## src/rtl/plt_pkg.sv

```systemverilog
package plt_pkg;

   localparam int PEERS_DEF      = 8;
   localparam int NAME_BYTES_DEF = 8;
   localparam int QDEPTH         = 2;

   localparam logic [15:0] MAGIC_OK   = 16'h4D31;
   localparam logic [7:0]  HEADER_LEN = 8'd3;

   localparam logic [1:0] CMD_FRAME = 2'd0;
   localparam logic [1:0] CMD_READ  = 2'd1;
   localparam logic [1:0] CMD_CLEAR = 2'd2;

   localparam logic [7:0] FT_ANNOUNCE = 8'd0;
   localparam logic [7:0] FT_DATA     = 8'd1;

   typedef enum logic [1:0] {
      K_NOP,
      K_READ,
      K_CLEAR,
      K_FRAME
   } kind_type;

   typedef struct packed {
      kind_type           kind;
      logic               has_name;
      logic [63:0]        label;
      logic [47:0]        mac;
      logic signed [7:0]  rssi;
      logic [47:0]        now;
      logic [2:0]         read_index;
   } item_type;

   typedef struct packed {
      logic [47:0]        mac;
      logic signed [7:0]  rssi;
      logic [63:0]        name;
      logic [47:0]        seen;
   } entry_type;

   localparam int ENTRY_W = $bits(entry_type);

   typedef struct packed {
      logic               accepted;
      logic [2:0]         slot;
      logic               hit;
      logic               evicted;
      logic               entry_used;
      logic [47:0]        entry_mac;
      logic signed [7:0]  entry_rssi;
      logic [63:0]        entry_name;
      logic [47:0]        entry_time;
   } rsp_type;

endpackage

```

## src/rtl/plt_ram.sv

```systemverilog
module plt_ram #(
   parameter int WIDTH = 8,
   parameter int DEPTH = 8,
   localparam int AW = (DEPTH > 1) ? $clog2(DEPTH) : 1
) (
   input  logic             clock,
   input  logic             we,
   input  logic [AW-1:0]    waddr,
   input  logic [WIDTH-1:0] wdata,
   input  logic             re,
   input  logic [AW-1:0]    raddr,
   output logic [WIDTH-1:0] rdata
);

   logic [WIDTH-1:0] mem_ff [DEPTH];
   logic [WIDTH-1:0] rdata_ff;

   always_ff @(posedge clock) begin
      if (we) begin
         mem_ff[waddr] <= wdata;
      end
      if (re) begin
         rdata_ff <= mem_ff[raddr];
      end
   end

   assign rdata = rdata_ff;

endmodule

```

## src/rtl/plt_front.sv

```systemverilog
module plt_front
   import plt_pkg::*;
#(
   parameter int NAME_BYTES = NAME_BYTES_DEF
) (
   input  logic [1:0]        cmd,
   input  logic [7:0]        frame_len,
   input  logic [15:0]       magic,
   input  logic [7:0]        frame_type,
   input  logic [47:0]       src_mac,
   input  logic signed [7:0] rssi,
   input  logic [63:0]       name_bytes,
   input  logic [47:0]       now_time,
   input  logic [2:0]        read_index,
   output item_type          item
);

   logic       frame_ok;
   logic [7:0] pay_len;

   always_comb begin
      frame_ok = (frame_len >= HEADER_LEN) && (magic == MAGIC_OK) &&
                 (frame_type inside {FT_ANNOUNCE, FT_DATA});
      // Only an announce frame carries a name.
      pay_len = (frame_type == FT_ANNOUNCE) ? (frame_len - HEADER_LEN) : 8'd0;

      item.kind = K_NOP;
      case (cmd)
         CMD_FRAME: begin
            item.kind = frame_ok ? K_FRAME : K_NOP;
         end
         CMD_READ: begin
            item.kind = K_READ;
         end
         CMD_CLEAR: begin
            item.kind = K_CLEAR;
         end
         default: begin
            item.kind = K_NOP;
         end
      endcase

      item.has_name = (pay_len != 8'd0);
      for (int b = 0; b < 8; b++) begin
         // A byte survives if it lies within both the payload and the name field.
         item.label[8*b +: 8] = ((b < NAME_BYTES) && (pay_len > 8'(b))) ?
                                name_bytes[8*b +: 8] : 8'd0;
      end
      item.mac        = src_mac;
      item.rssi       = rssi;
      item.now        = now_time;
      item.read_index = read_index;
   end

endmodule

```

## src/rtl/plt_queue.sv

```systemverilog
module plt_queue
   import plt_pkg::*;
(
   input  logic     clock,
   input  logic     reset,
   input  logic     push,
   input  item_type push_item,
   output logic     full,
   input  logic     pop,
   output logic     valid,
   output item_type item
);

   localparam int PW = (QDEPTH > 1) ? $clog2(QDEPTH) : 1;
   localparam int CW = $clog2(QDEPTH + 1);

   item_type        slot_ff [QDEPTH];
   logic [PW-1:0]   wr_ptr_ff;
   logic [PW-1:0]   rd_ptr_ff;
   logic [CW-1:0]   count_ff;
   logic [CW-1:0]   count_in;

   assign full  = (count_ff == CW'(QDEPTH));
   assign valid = (count_ff != '0);
   assign item  = slot_ff[rd_ptr_ff];

   always_comb begin
      count_in = count_ff;
      if (push && !pop) begin
         count_in = count_ff + 1'b1;
      end else if (pop && !push) begin
         count_in = count_ff - 1'b1;
      end
   end

   always_ff @(posedge clock) begin
      if (reset) begin
         wr_ptr_ff <= '0;
         rd_ptr_ff <= '0;
         count_ff  <= '0;
      end else begin
         if (push) begin
            slot_ff[wr_ptr_ff] <= push_item;
            wr_ptr_ff <= (wr_ptr_ff == PW'(QDEPTH - 1)) ? '0 : wr_ptr_ff + 1'b1;
         end
         if (pop) begin
            rd_ptr_ff <= (rd_ptr_ff == PW'(QDEPTH - 1)) ? '0 : rd_ptr_ff + 1'b1;
         end
         count_ff <= count_in;
      end
   end

endmodule

```

## src/rtl/plt_back.sv

```systemverilog
module plt_back
   import plt_pkg::*;
#(
   parameter int PEERS = PEERS_DEF,
   localparam int AW = (PEERS > 1) ? $clog2(PEERS) : 1
) (
   input  logic               clock,
   input  logic               reset,
   input  logic               q_valid,
   input  item_type           q_item,
   output logic               q_pop,
   output logic               ram_we,
   output logic [AW-1:0]      ram_waddr,
   output logic [ENTRY_W-1:0] ram_wdata,
   output logic               ram_re,
   output logic [AW-1:0]      ram_raddr,
   input  logic [ENTRY_W-1:0] ram_rdata,
   input  logic               rsp_stall,
   output logic               rsp_valid,
   output rsp_type            rsp
);

   localparam int GROUPS = (PEERS + 7) / 8;
   localparam int LANES  = GROUPS * 8;

   typedef enum logic [1:0] {
      S_IDLE,
      S_PICK,
      S_WRITE,
      S_READ
   } state_type;

   typedef struct packed {
      logic        v;
      logic [2:0]  idx;
      logic [47:0] t;
   } cand_type;

   function automatic cand_type better(input cand_type a, input cand_type b);
      // Ties keep the lower index.
      return (b.v && (!a.v || (b.t < a.t))) ? b : a;
   endfunction

   function automatic cand_type min8(input logic [7:0] v, input logic [7:0][47:0] t);
      cand_type lv [8];
      for (int k = 0; k < 8; k++) begin
         lv[k] = '{v: v[k], idx: 3'(k), t: t[k]};
      end
      for (int s = 0; s < 3; s++) begin
         for (int k = 0; k < 4; k++) begin
            if (k < (4 >> s)) begin
               lv[k] = better(lv[2*k], lv[2*k+1]);
            end
         end
      end
      return lv[0];
   endfunction

   state_type         state_ff;
   item_type          cur_ff;
   logic [LANES-1:0]  used_ff;
   logic [47:0]       mac_ff  [LANES];
   logic [47:0]       seen_ff [LANES];
   logic [LANES-1:0]  match_ff;
   cand_type          grp_ff  [8];
   logic [AW-1:0]     target_ff;
   logic              hit_ff;
   logic              evict_ff;
   logic              rd_used_ff;
   logic              rsp_valid_ff;
   rsp_type           rsp_ff;

   logic [LANES-1:0]  match_in;
   cand_type          grp_in [8];
   logic [7:0]        gv_in;
   logic [7:0][47:0]  gt_in;
   cand_type          oldest_in;
   logic              hit_any_in;
   logic [AW-1:0]     hit_idx_in;
   logic              free_any_in;
   logic [AW-1:0]     free_idx_in;
   logic [AW-1:0]     oldest_idx_in;
   logic [AW-1:0]     target_in;
   logic              rd_ok_in;
   logic              rsp_valid_in;
   logic              rsp_free;
   logic              rsp_load;
   entry_type         old_entry;
   entry_type         new_entry;

   always_comb begin
      rsp_free = !rsp_valid_ff || !rsp_stall;
      rd_ok_in = (int'(q_item.read_index) < PEERS);

      // Lookup cycle: per-lane address compare and per-group oldest search.
      for (int i = 0; i < LANES; i++) begin
         match_in[i] = used_ff[i] && (mac_ff[i] == q_item.mac);
      end
      gv_in = '0;
      gt_in = '0;
      for (int g = 0; g < 8; g++) begin
         grp_in[g] = '0;
      end
      for (int g = 0; g < GROUPS; g++) begin
         for (int k = 0; k < 8; k++) begin
            gv_in[k] = used_ff[g*8 + k];
            gt_in[k] = seen_ff[g*8 + k];
         end
         grp_in[g] = min8(gv_in, gt_in);
      end

      // Pick cycle: resolve hit, free slot and oldest entry into one target.
      hit_any_in  = 1'b0;
      hit_idx_in  = '0;
      free_any_in = 1'b0;
      free_idx_in = '0;
      for (int i = PEERS - 1; i >= 0; i--) begin
         if (match_ff[i]) begin
            hit_any_in = 1'b1;
            hit_idx_in = AW'(i);
         end
         if (!used_ff[i]) begin
            free_any_in = 1'b1;
            free_idx_in = AW'(i);
         end
      end
      oldest_in = min8(
         {grp_ff[7].v, grp_ff[6].v, grp_ff[5].v, grp_ff[4].v,
          grp_ff[3].v, grp_ff[2].v, grp_ff[1].v, grp_ff[0].v},
         {grp_ff[7].t, grp_ff[6].t, grp_ff[5].t, grp_ff[4].t,
          grp_ff[3].t, grp_ff[2].t, grp_ff[1].t, grp_ff[0].t});
      oldest_idx_in = AW'({oldest_in.idx, grp_ff[oldest_in.idx].idx});
      target_in = hit_any_in ? hit_idx_in : (free_any_in ? free_idx_in : oldest_idx_in);

      // A hit without a name keeps the stored one.
      old_entry      = entry_type'(ram_rdata);
      new_entry.mac  = cur_ff.mac;
      new_entry.rssi = cur_ff.rssi;
      new_entry.name = (hit_ff && !cur_ff.has_name) ? old_entry.name : cur_ff.label;
      new_entry.seen = cur_ff.now;

      q_pop = (state_ff == S_IDLE) && q_valid &&
              ((q_item.kind == K_FRAME) || (q_item.kind == K_READ) || rsp_free);
      ram_re = (q_pop && (q_item.kind == K_READ) && rd_ok_in) || (state_ff == S_PICK);
      ram_raddr = (state_ff == S_PICK) ? target_in : AW'(q_item.read_index);
      ram_we    = (state_ff == S_WRITE) && rsp_free;
      ram_waddr = target_ff;
      ram_wdata = new_entry;

      // A new response loads only when the output register is free.
      rsp_load = (q_pop && (q_item.kind != K_FRAME) && (q_item.kind != K_READ)) ||
                 (((state_ff == S_WRITE) || (state_ff == S_READ)) && rsp_free);
      rsp_valid_in = rsp_load || (rsp_valid_ff && rsp_stall);
   end

   always_ff @(posedge clock) begin
      if (reset) begin
         state_ff     <= S_IDLE;
         used_ff      <= '0;
         rsp_valid_ff <= 1'b0;
      end else begin
         rsp_valid_ff <= rsp_valid_in;
         case (state_ff)
            S_IDLE: begin
               if (q_pop) begin
                  cur_ff <= q_item;
                  case (q_item.kind)
                     K_FRAME: begin
                        match_ff <= match_in;
                        grp_ff   <= grp_in;
                        state_ff <= S_PICK;
                     end
                     K_READ: begin
                        rd_used_ff <= rd_ok_in && used_ff[AW'(q_item.read_index)];
                        state_ff   <= S_READ;
                     end
                     K_CLEAR: begin
                        used_ff <= '0;
                        rsp_ff  <= '0;
                     end
                     default: begin
                        rsp_ff <= '0;
                     end
                  endcase
               end
            end
            S_PICK: begin
               target_ff <= target_in;
               hit_ff    <= hit_any_in;
               evict_ff  <= !hit_any_in && !free_any_in;
               state_ff  <= S_WRITE;
            end
            S_WRITE: begin
               if (rsp_free) begin
                  used_ff[target_ff] <= 1'b1;
                  mac_ff[target_ff]  <= cur_ff.mac;
                  seen_ff[target_ff] <= cur_ff.now;
                  rsp_ff.accepted    <= 1'b1;
                  rsp_ff.slot        <= 3'(target_ff);
                  rsp_ff.hit         <= hit_ff;
                  rsp_ff.evicted     <= evict_ff;
                  rsp_ff.entry_used  <= 1'b1;
                  rsp_ff.entry_mac   <= new_entry.mac;
                  rsp_ff.entry_rssi  <= new_entry.rssi;
                  rsp_ff.entry_name  <= new_entry.name;
                  rsp_ff.entry_time  <= new_entry.seen;
                  state_ff           <= S_IDLE;
               end
            end
            S_READ: begin
               if (rsp_free) begin
                  // An unused slot may still hold stale RAM data, so the used mark gates every field to zero.
                  rsp_ff.accepted   <= 1'b0;
                  rsp_ff.slot       <= cur_ff.read_index;
                  rsp_ff.hit        <= 1'b0;
                  rsp_ff.evicted    <= 1'b0;
                  rsp_ff.entry_used <= rd_used_ff;
                  rsp_ff.entry_mac  <= rd_used_ff ? old_entry.mac  : '0;
                  rsp_ff.entry_rssi <= rd_used_ff ? old_entry.rssi : '0;
                  rsp_ff.entry_name <= rd_used_ff ? old_entry.name : '0;
                  rsp_ff.entry_time <= rd_used_ff ? old_entry.seen : '0;
                  state_ff          <= S_IDLE;
               end
            end
            default: begin
               state_ff <= S_IDLE;
            end
         endcase
      end
   end

   assign rsp_valid = rsp_valid_ff;
   assign rsp       = rsp_ff;

endmodule

```

## src/rtl/peer_table_lru_update_unit.sv

```systemverilog
// A frame that passes the filter goes through lookup, target pick and table write in the
// back-end sequencer, a read through a RAM read, and a clear or a dropped frame straight
// to the response register. The back end takes a new frame or read only once it is through
// with the last one; other commands go every cycle while the response output is not stalled.
// A 2-entry queue decouples request intake from the back end.
// Synchronous reset marks every slot unused at once; no clearing pass is needed.
module peer_table_lru_update_unit
   import plt_pkg::*;
#(
   parameter int PEERS      = PEERS_DEF,
   parameter int NAME_BYTES = NAME_BYTES_DEF
) (
   input  logic              clock,
   input  logic              reset,
   input  logic              req_valid,
   output logic              req_stall,
   input  logic [1:0]        req_cmd,
   input  logic [7:0]        req_frame_len,
   input  logic [15:0]       req_magic,
   input  logic [7:0]        req_frame_type,
   input  logic [47:0]       req_src_mac,
   input  logic signed [7:0] req_rssi,
   input  logic [63:0]       req_name_bytes,
   input  logic [47:0]       req_now_time,
   input  logic [2:0]        req_read_index,
   output logic              rsp_valid,
   input  logic              rsp_stall,
   output logic              rsp_accepted,
   output logic [2:0]        rsp_slot,
   output logic              rsp_hit,
   output logic              rsp_evicted,
   output logic              rsp_entry_used,
   output logic [47:0]       rsp_entry_mac,
   output logic signed [7:0] rsp_entry_rssi,
   output logic [63:0]       rsp_entry_name,
   output logic [47:0]       rsp_entry_time
);

   localparam int AW = (PEERS > 1) ? $clog2(PEERS) : 1;

   item_type           req_item;
   item_type           q_item;
   logic               q_full;
   logic               q_valid;
   logic               q_pop;
   logic               ram_we;
   logic [AW-1:0]      ram_waddr;
   logic [ENTRY_W-1:0] ram_wdata;
   logic               ram_re;
   logic [AW-1:0]      ram_raddr;
   logic [ENTRY_W-1:0] ram_rdata;
   rsp_type            rsp;

   plt_front #(
      .NAME_BYTES(NAME_BYTES)
   ) u_front (
      .cmd        (req_cmd),
      .frame_len  (req_frame_len),
      .magic      (req_magic),
      .frame_type (req_frame_type),
      .src_mac    (req_src_mac),
      .rssi       (req_rssi),
      .name_bytes (req_name_bytes),
      .now_time   (req_now_time),
      .read_index (req_read_index),
      .item       (req_item)
   );

   plt_queue u_queue (
      .clock     (clock),
      .reset     (reset),
      .push      (req_valid && !q_full),
      .push_item (req_item),
      .full      (q_full),
      .pop       (q_pop),
      .valid     (q_valid),
      .item      (q_item)
   );

   plt_ram #(
      .WIDTH(ENTRY_W),
      .DEPTH(PEERS)
   ) u_ram (
      .clock (clock),
      .we    (ram_we),
      .waddr (ram_waddr),
      .wdata (ram_wdata),
      .re    (ram_re),
      .raddr (ram_raddr),
      .rdata (ram_rdata)
   );

   plt_back #(
      .PEERS(PEERS)
   ) u_back (
      .clock     (clock),
      .reset     (reset),
      .q_valid   (q_valid),
      .q_item    (q_item),
      .q_pop     (q_pop),
      .ram_we    (ram_we),
      .ram_waddr (ram_waddr),
      .ram_wdata (ram_wdata),
      .ram_re    (ram_re),
      .ram_raddr (ram_raddr),
      .ram_rdata (ram_rdata),
      .rsp_stall (rsp_stall),
      .rsp_valid (rsp_valid),
      .rsp       (rsp)
   );

   assign req_stall      = q_full;
   assign rsp_accepted   = rsp.accepted;
   assign rsp_slot       = rsp.slot;
   assign rsp_hit        = rsp.hit;
   assign rsp_evicted    = rsp.evicted;
   assign rsp_entry_used = rsp.entry_used;
   assign rsp_entry_mac  = rsp.entry_mac;
   assign rsp_entry_rssi = rsp.entry_rssi;
   assign rsp_entry_name = rsp.entry_name;
   assign rsp_entry_time = rsp.entry_time;

   // A filtered frame, read or clear never reports a hit or an eviction.
   a_flags_need_accept: assert property (@(posedge clock) disable iff (reset)
      (rsp_valid && !rsp_accepted) |-> (!rsp_hit && !rsp_evicted))
      else $error("hit or evicted set on a response without an accepted frame");

   // An updated entry is always in use, and a hit never evicts.
   a_accept_used: assert property (@(posedge clock) disable iff (reset)
      (rsp_valid && rsp_accepted) |-> (rsp_entry_used && !(rsp_hit && rsp_evicted)))
      else $error("accepted frame reports an unused entry or a hit with eviction");

   // An unused entry reads back as all zero.
   a_unused_zero: assert property (@(posedge clock) disable iff (reset)
      (rsp_valid && !rsp_entry_used) |->
         ((rsp_entry_mac == '0) && (rsp_entry_name == '0) && (rsp_entry_time == '0)))
      else $error("unused entry reported with nonzero contents");

   // Nothing is reported in the cycle after reset.
   a_reset_quiet: assert property (@(posedge clock)
      $fell(reset) |-> !rsp_valid)
      else $error("response valid right after reset");

endmodule
```

## config.mk

```make
export PLATFORM = sky130hd
export DESIGN_NAME = peer_table_lru_update_unit
export DESIGN_NICKNAME = d
export VERILOG_FILES = /design/src/rtl/plt_pkg.sv /design/src/rtl/plt_ram.sv /design/src/rtl/plt_front.sv /design/src/rtl/plt_queue.sv /design/src/rtl/plt_back.sv /design/src/rtl/peer_table_lru_update_unit.sv
export SDC_FILE = /design/constraint.sdc
export NUM_CORES = 2
export LEC_CHECK = 0
export BUFFER_PORTS_ARGS = -buffer_cell sky130_fd_sc_hd__buf_2
export CAP_MARGIN = 5
export CORE_MARGIN = 3
export CORE_UTILIZATION = 55
export CTS_CLUSTER_SIZE = 24
export DETAILED_ROUTE_END_ITERATION = 10
export GPL_ROUTABILITY_DRIVEN = 0
export GPL_TIMING_DRIVEN = 0
export MAX_ROUTING_LAYER = met4
export PLACE_DENSITY = 0.72
export REMOVE_ABC_BUFFERS = 1
export SLEW_MARGIN = 20
export SYNTH_ARGS = -nofsm -noshare
export SYNTH_HDL_FRONTEND = slang
export SYNTH_HIERARCHICAL = 1
export SYNTH_SLANG_ARGS = --single-unit
```

## constraint.sdc

```tcl
create_clock -name clock -period 41.1 [get_ports clock]
set_input_delay 2.055 -clock clock [delete_from_list [all_inputs] [get_ports clock]]
set_output_delay 2.055 -clock clock [all_outputs]
set_load 0.01 [all_outputs]
```

==> qor.yml <==
status: "finished clean"
wl_per_cell_microns: 28.0
antenna_found_initial: 28
power_mw: 8.23
min_period_ns: 11.07
die_h_microns: 481
cts_resized: 0
grt_max_degree: 79
drc: 0
synthArstFlopShare_pct: 0
grt_setup_unrepaired: "false"
cts_tree: "built"
grt_pass1_vias: 65455
final_cell_area_sq_um: 142000
yosys_warnings: 6
clk_latency_ns: 0.95
numCtsBuffers: 324
fin_cells: 10560
synthFlopType: "edfxtp_1"
critical_path_class: "register to register"
core_region_area_sq_um: 223000
crit_required_ns: 41.80
placed_cells: 9990
syn_area_sq_um: 124000
synth-seq-cells: 3008
leakage_nw: 48.8
maxCapViolCount: 0
place_ws_ns: 30.26
clk_path_buf_depth: 4
track_usage_pct: 26.2
placementRows: 173
ys_seq_area_share_pct: 72.8
fin_ws_ns: 30.04
drt_iter0_markers: 6514
finalSetupViolCount: 0
final_cell_mix: "edfxtp_1, mux2_2, buf_2"
synthTopCellsByArea: "edfxtp_1, mux4_2, mux2_2"
final.period_utilization_pct: 26.9
ir_drop_mv: 0.0455
syn2layout_area_growth_pct: 14.7
post_cts_buffers: 0
first_pass_iters: 6
hpwl_mm: 195
start_util_pct: 55.5
worstPathMaxFanout: 36
cts_htree_levels: 5
fin_skew_ns: 0.0590
fin_hold_ws_ns: 0.507
final_common_cell: "edfxtp_1"
syn_avg_cell_area_sq_um: 18.3
synth_top_area_share_pct: 72.5
syn_inst: 6782
hold_class: "register to register"
finalHoldViolCount: 0
ctsHoldBuffers: 0
synth_edf_count: 2992
routed_wl_mm: 296
drive_gt1_share_pct: 26.1
synth_top_area_cell: "edfxtp_1"
vias: 64353
pwr_density_cell_nw_per_um2: 57.9
post_dp_cell_area_sq_um: 132000
drv_slew: 0
grt_pass1_wl_mm: 431
slew_headroom_pct: 22.4
tightest_slew_ns: 1.15
cp-end-kind: "register"
ant_nets: 0
slowest_stage: "nor4b_1"
cp.arrival_ns: 11.77
ys_types: 87
cts-root-buf: "clkbuf_16"
clock-sinks: 3008
worst_setup_path_start_kind: "register"
nNetsFinal: 7881
max_freq_ghz: 0.0904
path_clk_slew_ns: 0.07
die_area_sq_um: 231000
ios: 386
die-width_microns: 481
viasPerCell: 6.09
grt-ovfl-total: 0
nFillCells: 14952
cp_slowest_stage_delay_ns: 0.98
port_buffers: 385
==> final cells by class <==
class                      instances  area, sq um  area share, %
antenna                           22         55.1         0.0387
clock buffer                     395         8580           6.04
clock inverter                   153         1500           1.05
inverter                         298         1130          0.793
multi-input combinational       2990        30000           21.1
sequential                      3008        90200           63.5
tap                             2975         3720           2.62
timing repair buffer             719         6960           4.90
==> cell families after synthesis <==
| logic type | Yosys count | share of synthesized area, % |
|---|---|---|
| and+or+nand+nor | 646 | 2.64 |
| adders and majority gates | 331 | 3.34 |
| buffers and inverters | 784 | 3.26 |
| muxes | 941 | 11.5 |
| AOI/OAI and AO/OA | 730 | 4.07 |
| DFF | 3008 | 72.8 |
| xor gates and xnor gates | 342 | 2.42 |
==> sequential cells by signal, summed over array words and instances, names as in the netlist, 2 cells and up, named ones only <==
name	flops
u_back/ram_wdata	104
u_back/seen_ff	384
u_back/cur_ff	68
u_back/state_ff	2
u_back/ram_waddr	3
u_back/rsp	175
u_back/match_ff	8
u_back/gv_in	8
u_ram/mem_ff	1344
u_back/mac_ff	384
u_queue/slot_ff	348
u_ram/rdata	168
u_queue/count_ff	2
u_back/grp_ff	3
==> stage by stage <==
stage | TNS [ns] | util [%]
floorplan | 0 | -
finish | 0 | 63.7
detailed placement | 0 | 59.1
CTS | 0 | 63.6
global placement | -682.47 | 56.7
global route | 0 | 63.7
==> worst max-delay path, delay by kind of cell (launching register included) <==
kind	cells	cell delay (ns)
AO/OA/AOI/OAI	11	2.54
adder cells (fa/ha/maj)	3	0.94
buffers and inverters	4	0.82
flip-flops	1	0.43
multiplexers	2	0.60
AND/OR/NAND/NOR	13	5.44
==> final timing paths <==
kind                                            start            endpoint  slack, ns  cells after the start
worst max-delay path            u_back/seen_ff[5][39]  u_back/grp_ff[412]      30.04                     33
worst min-delay path                 u_back/rsp_valid    u_back/rsp_valid       0.51                      2
worst max register to register  u_back/seen_ff[5][39]  u_back/grp_ff[412]      30.04                     33
worst min register to register       u_back/rsp_valid    u_back/rsp_valid       0.51                      2
==> Yosys cell counts, types with 20 or more instances <==
| cell type | instances |
|---|---|
| clkbuf_1 | 165 |
| nor3_1 | 38 |
| a21o_1 | 74 |
| a221oi_1 | 20 |
| nand2_1 | 182 |
| a31oi_1 | 21 |
| nor4_1 | 57 |
| a21oi_1 | 216 |
| mux2_2 | 434 |
| nand2b_1 | 20 |
| inv_1 | 297 |
| a22o_1 | 170 |
| xnor2_1 | 183 |
| xor2_1 | 159 |
| buf_4 | 213 |
| mux4_2 | 338 |
| buf_2 | 61 |
| ha_1 | 331 |
| mux2i_1 | 146 |
| edfxtp_1 | 2992 |
| nor2_1 | 121 |
| o21ai_0 | 104 |
| buf_6 | 26 |
| nand4_1 | 118 |
| nand3_1 | 35 |
==> power by group <==
group          internal [mW]  switching (mW)
Clock                   1.66            1.14
Combinational          0.608           0.770
Sequential              3.84           0.221
==> routing by layer <==
| metal | up-vias | GRT usage, % | wire, microns |
|---|---|---|---|
| met5 | - | - | 0 |
| met4 | 0 | 10.1 | 11700 |
| met3 | 615 | 3.88 | 20900 |
| met2 | 2636 | 41.4 | 145000 |
| met1 | 33377 | 34.8 | 118000 |
| li1 | 27725 | - | - |
Note: power is estimated with default switching activity, not from simulation.
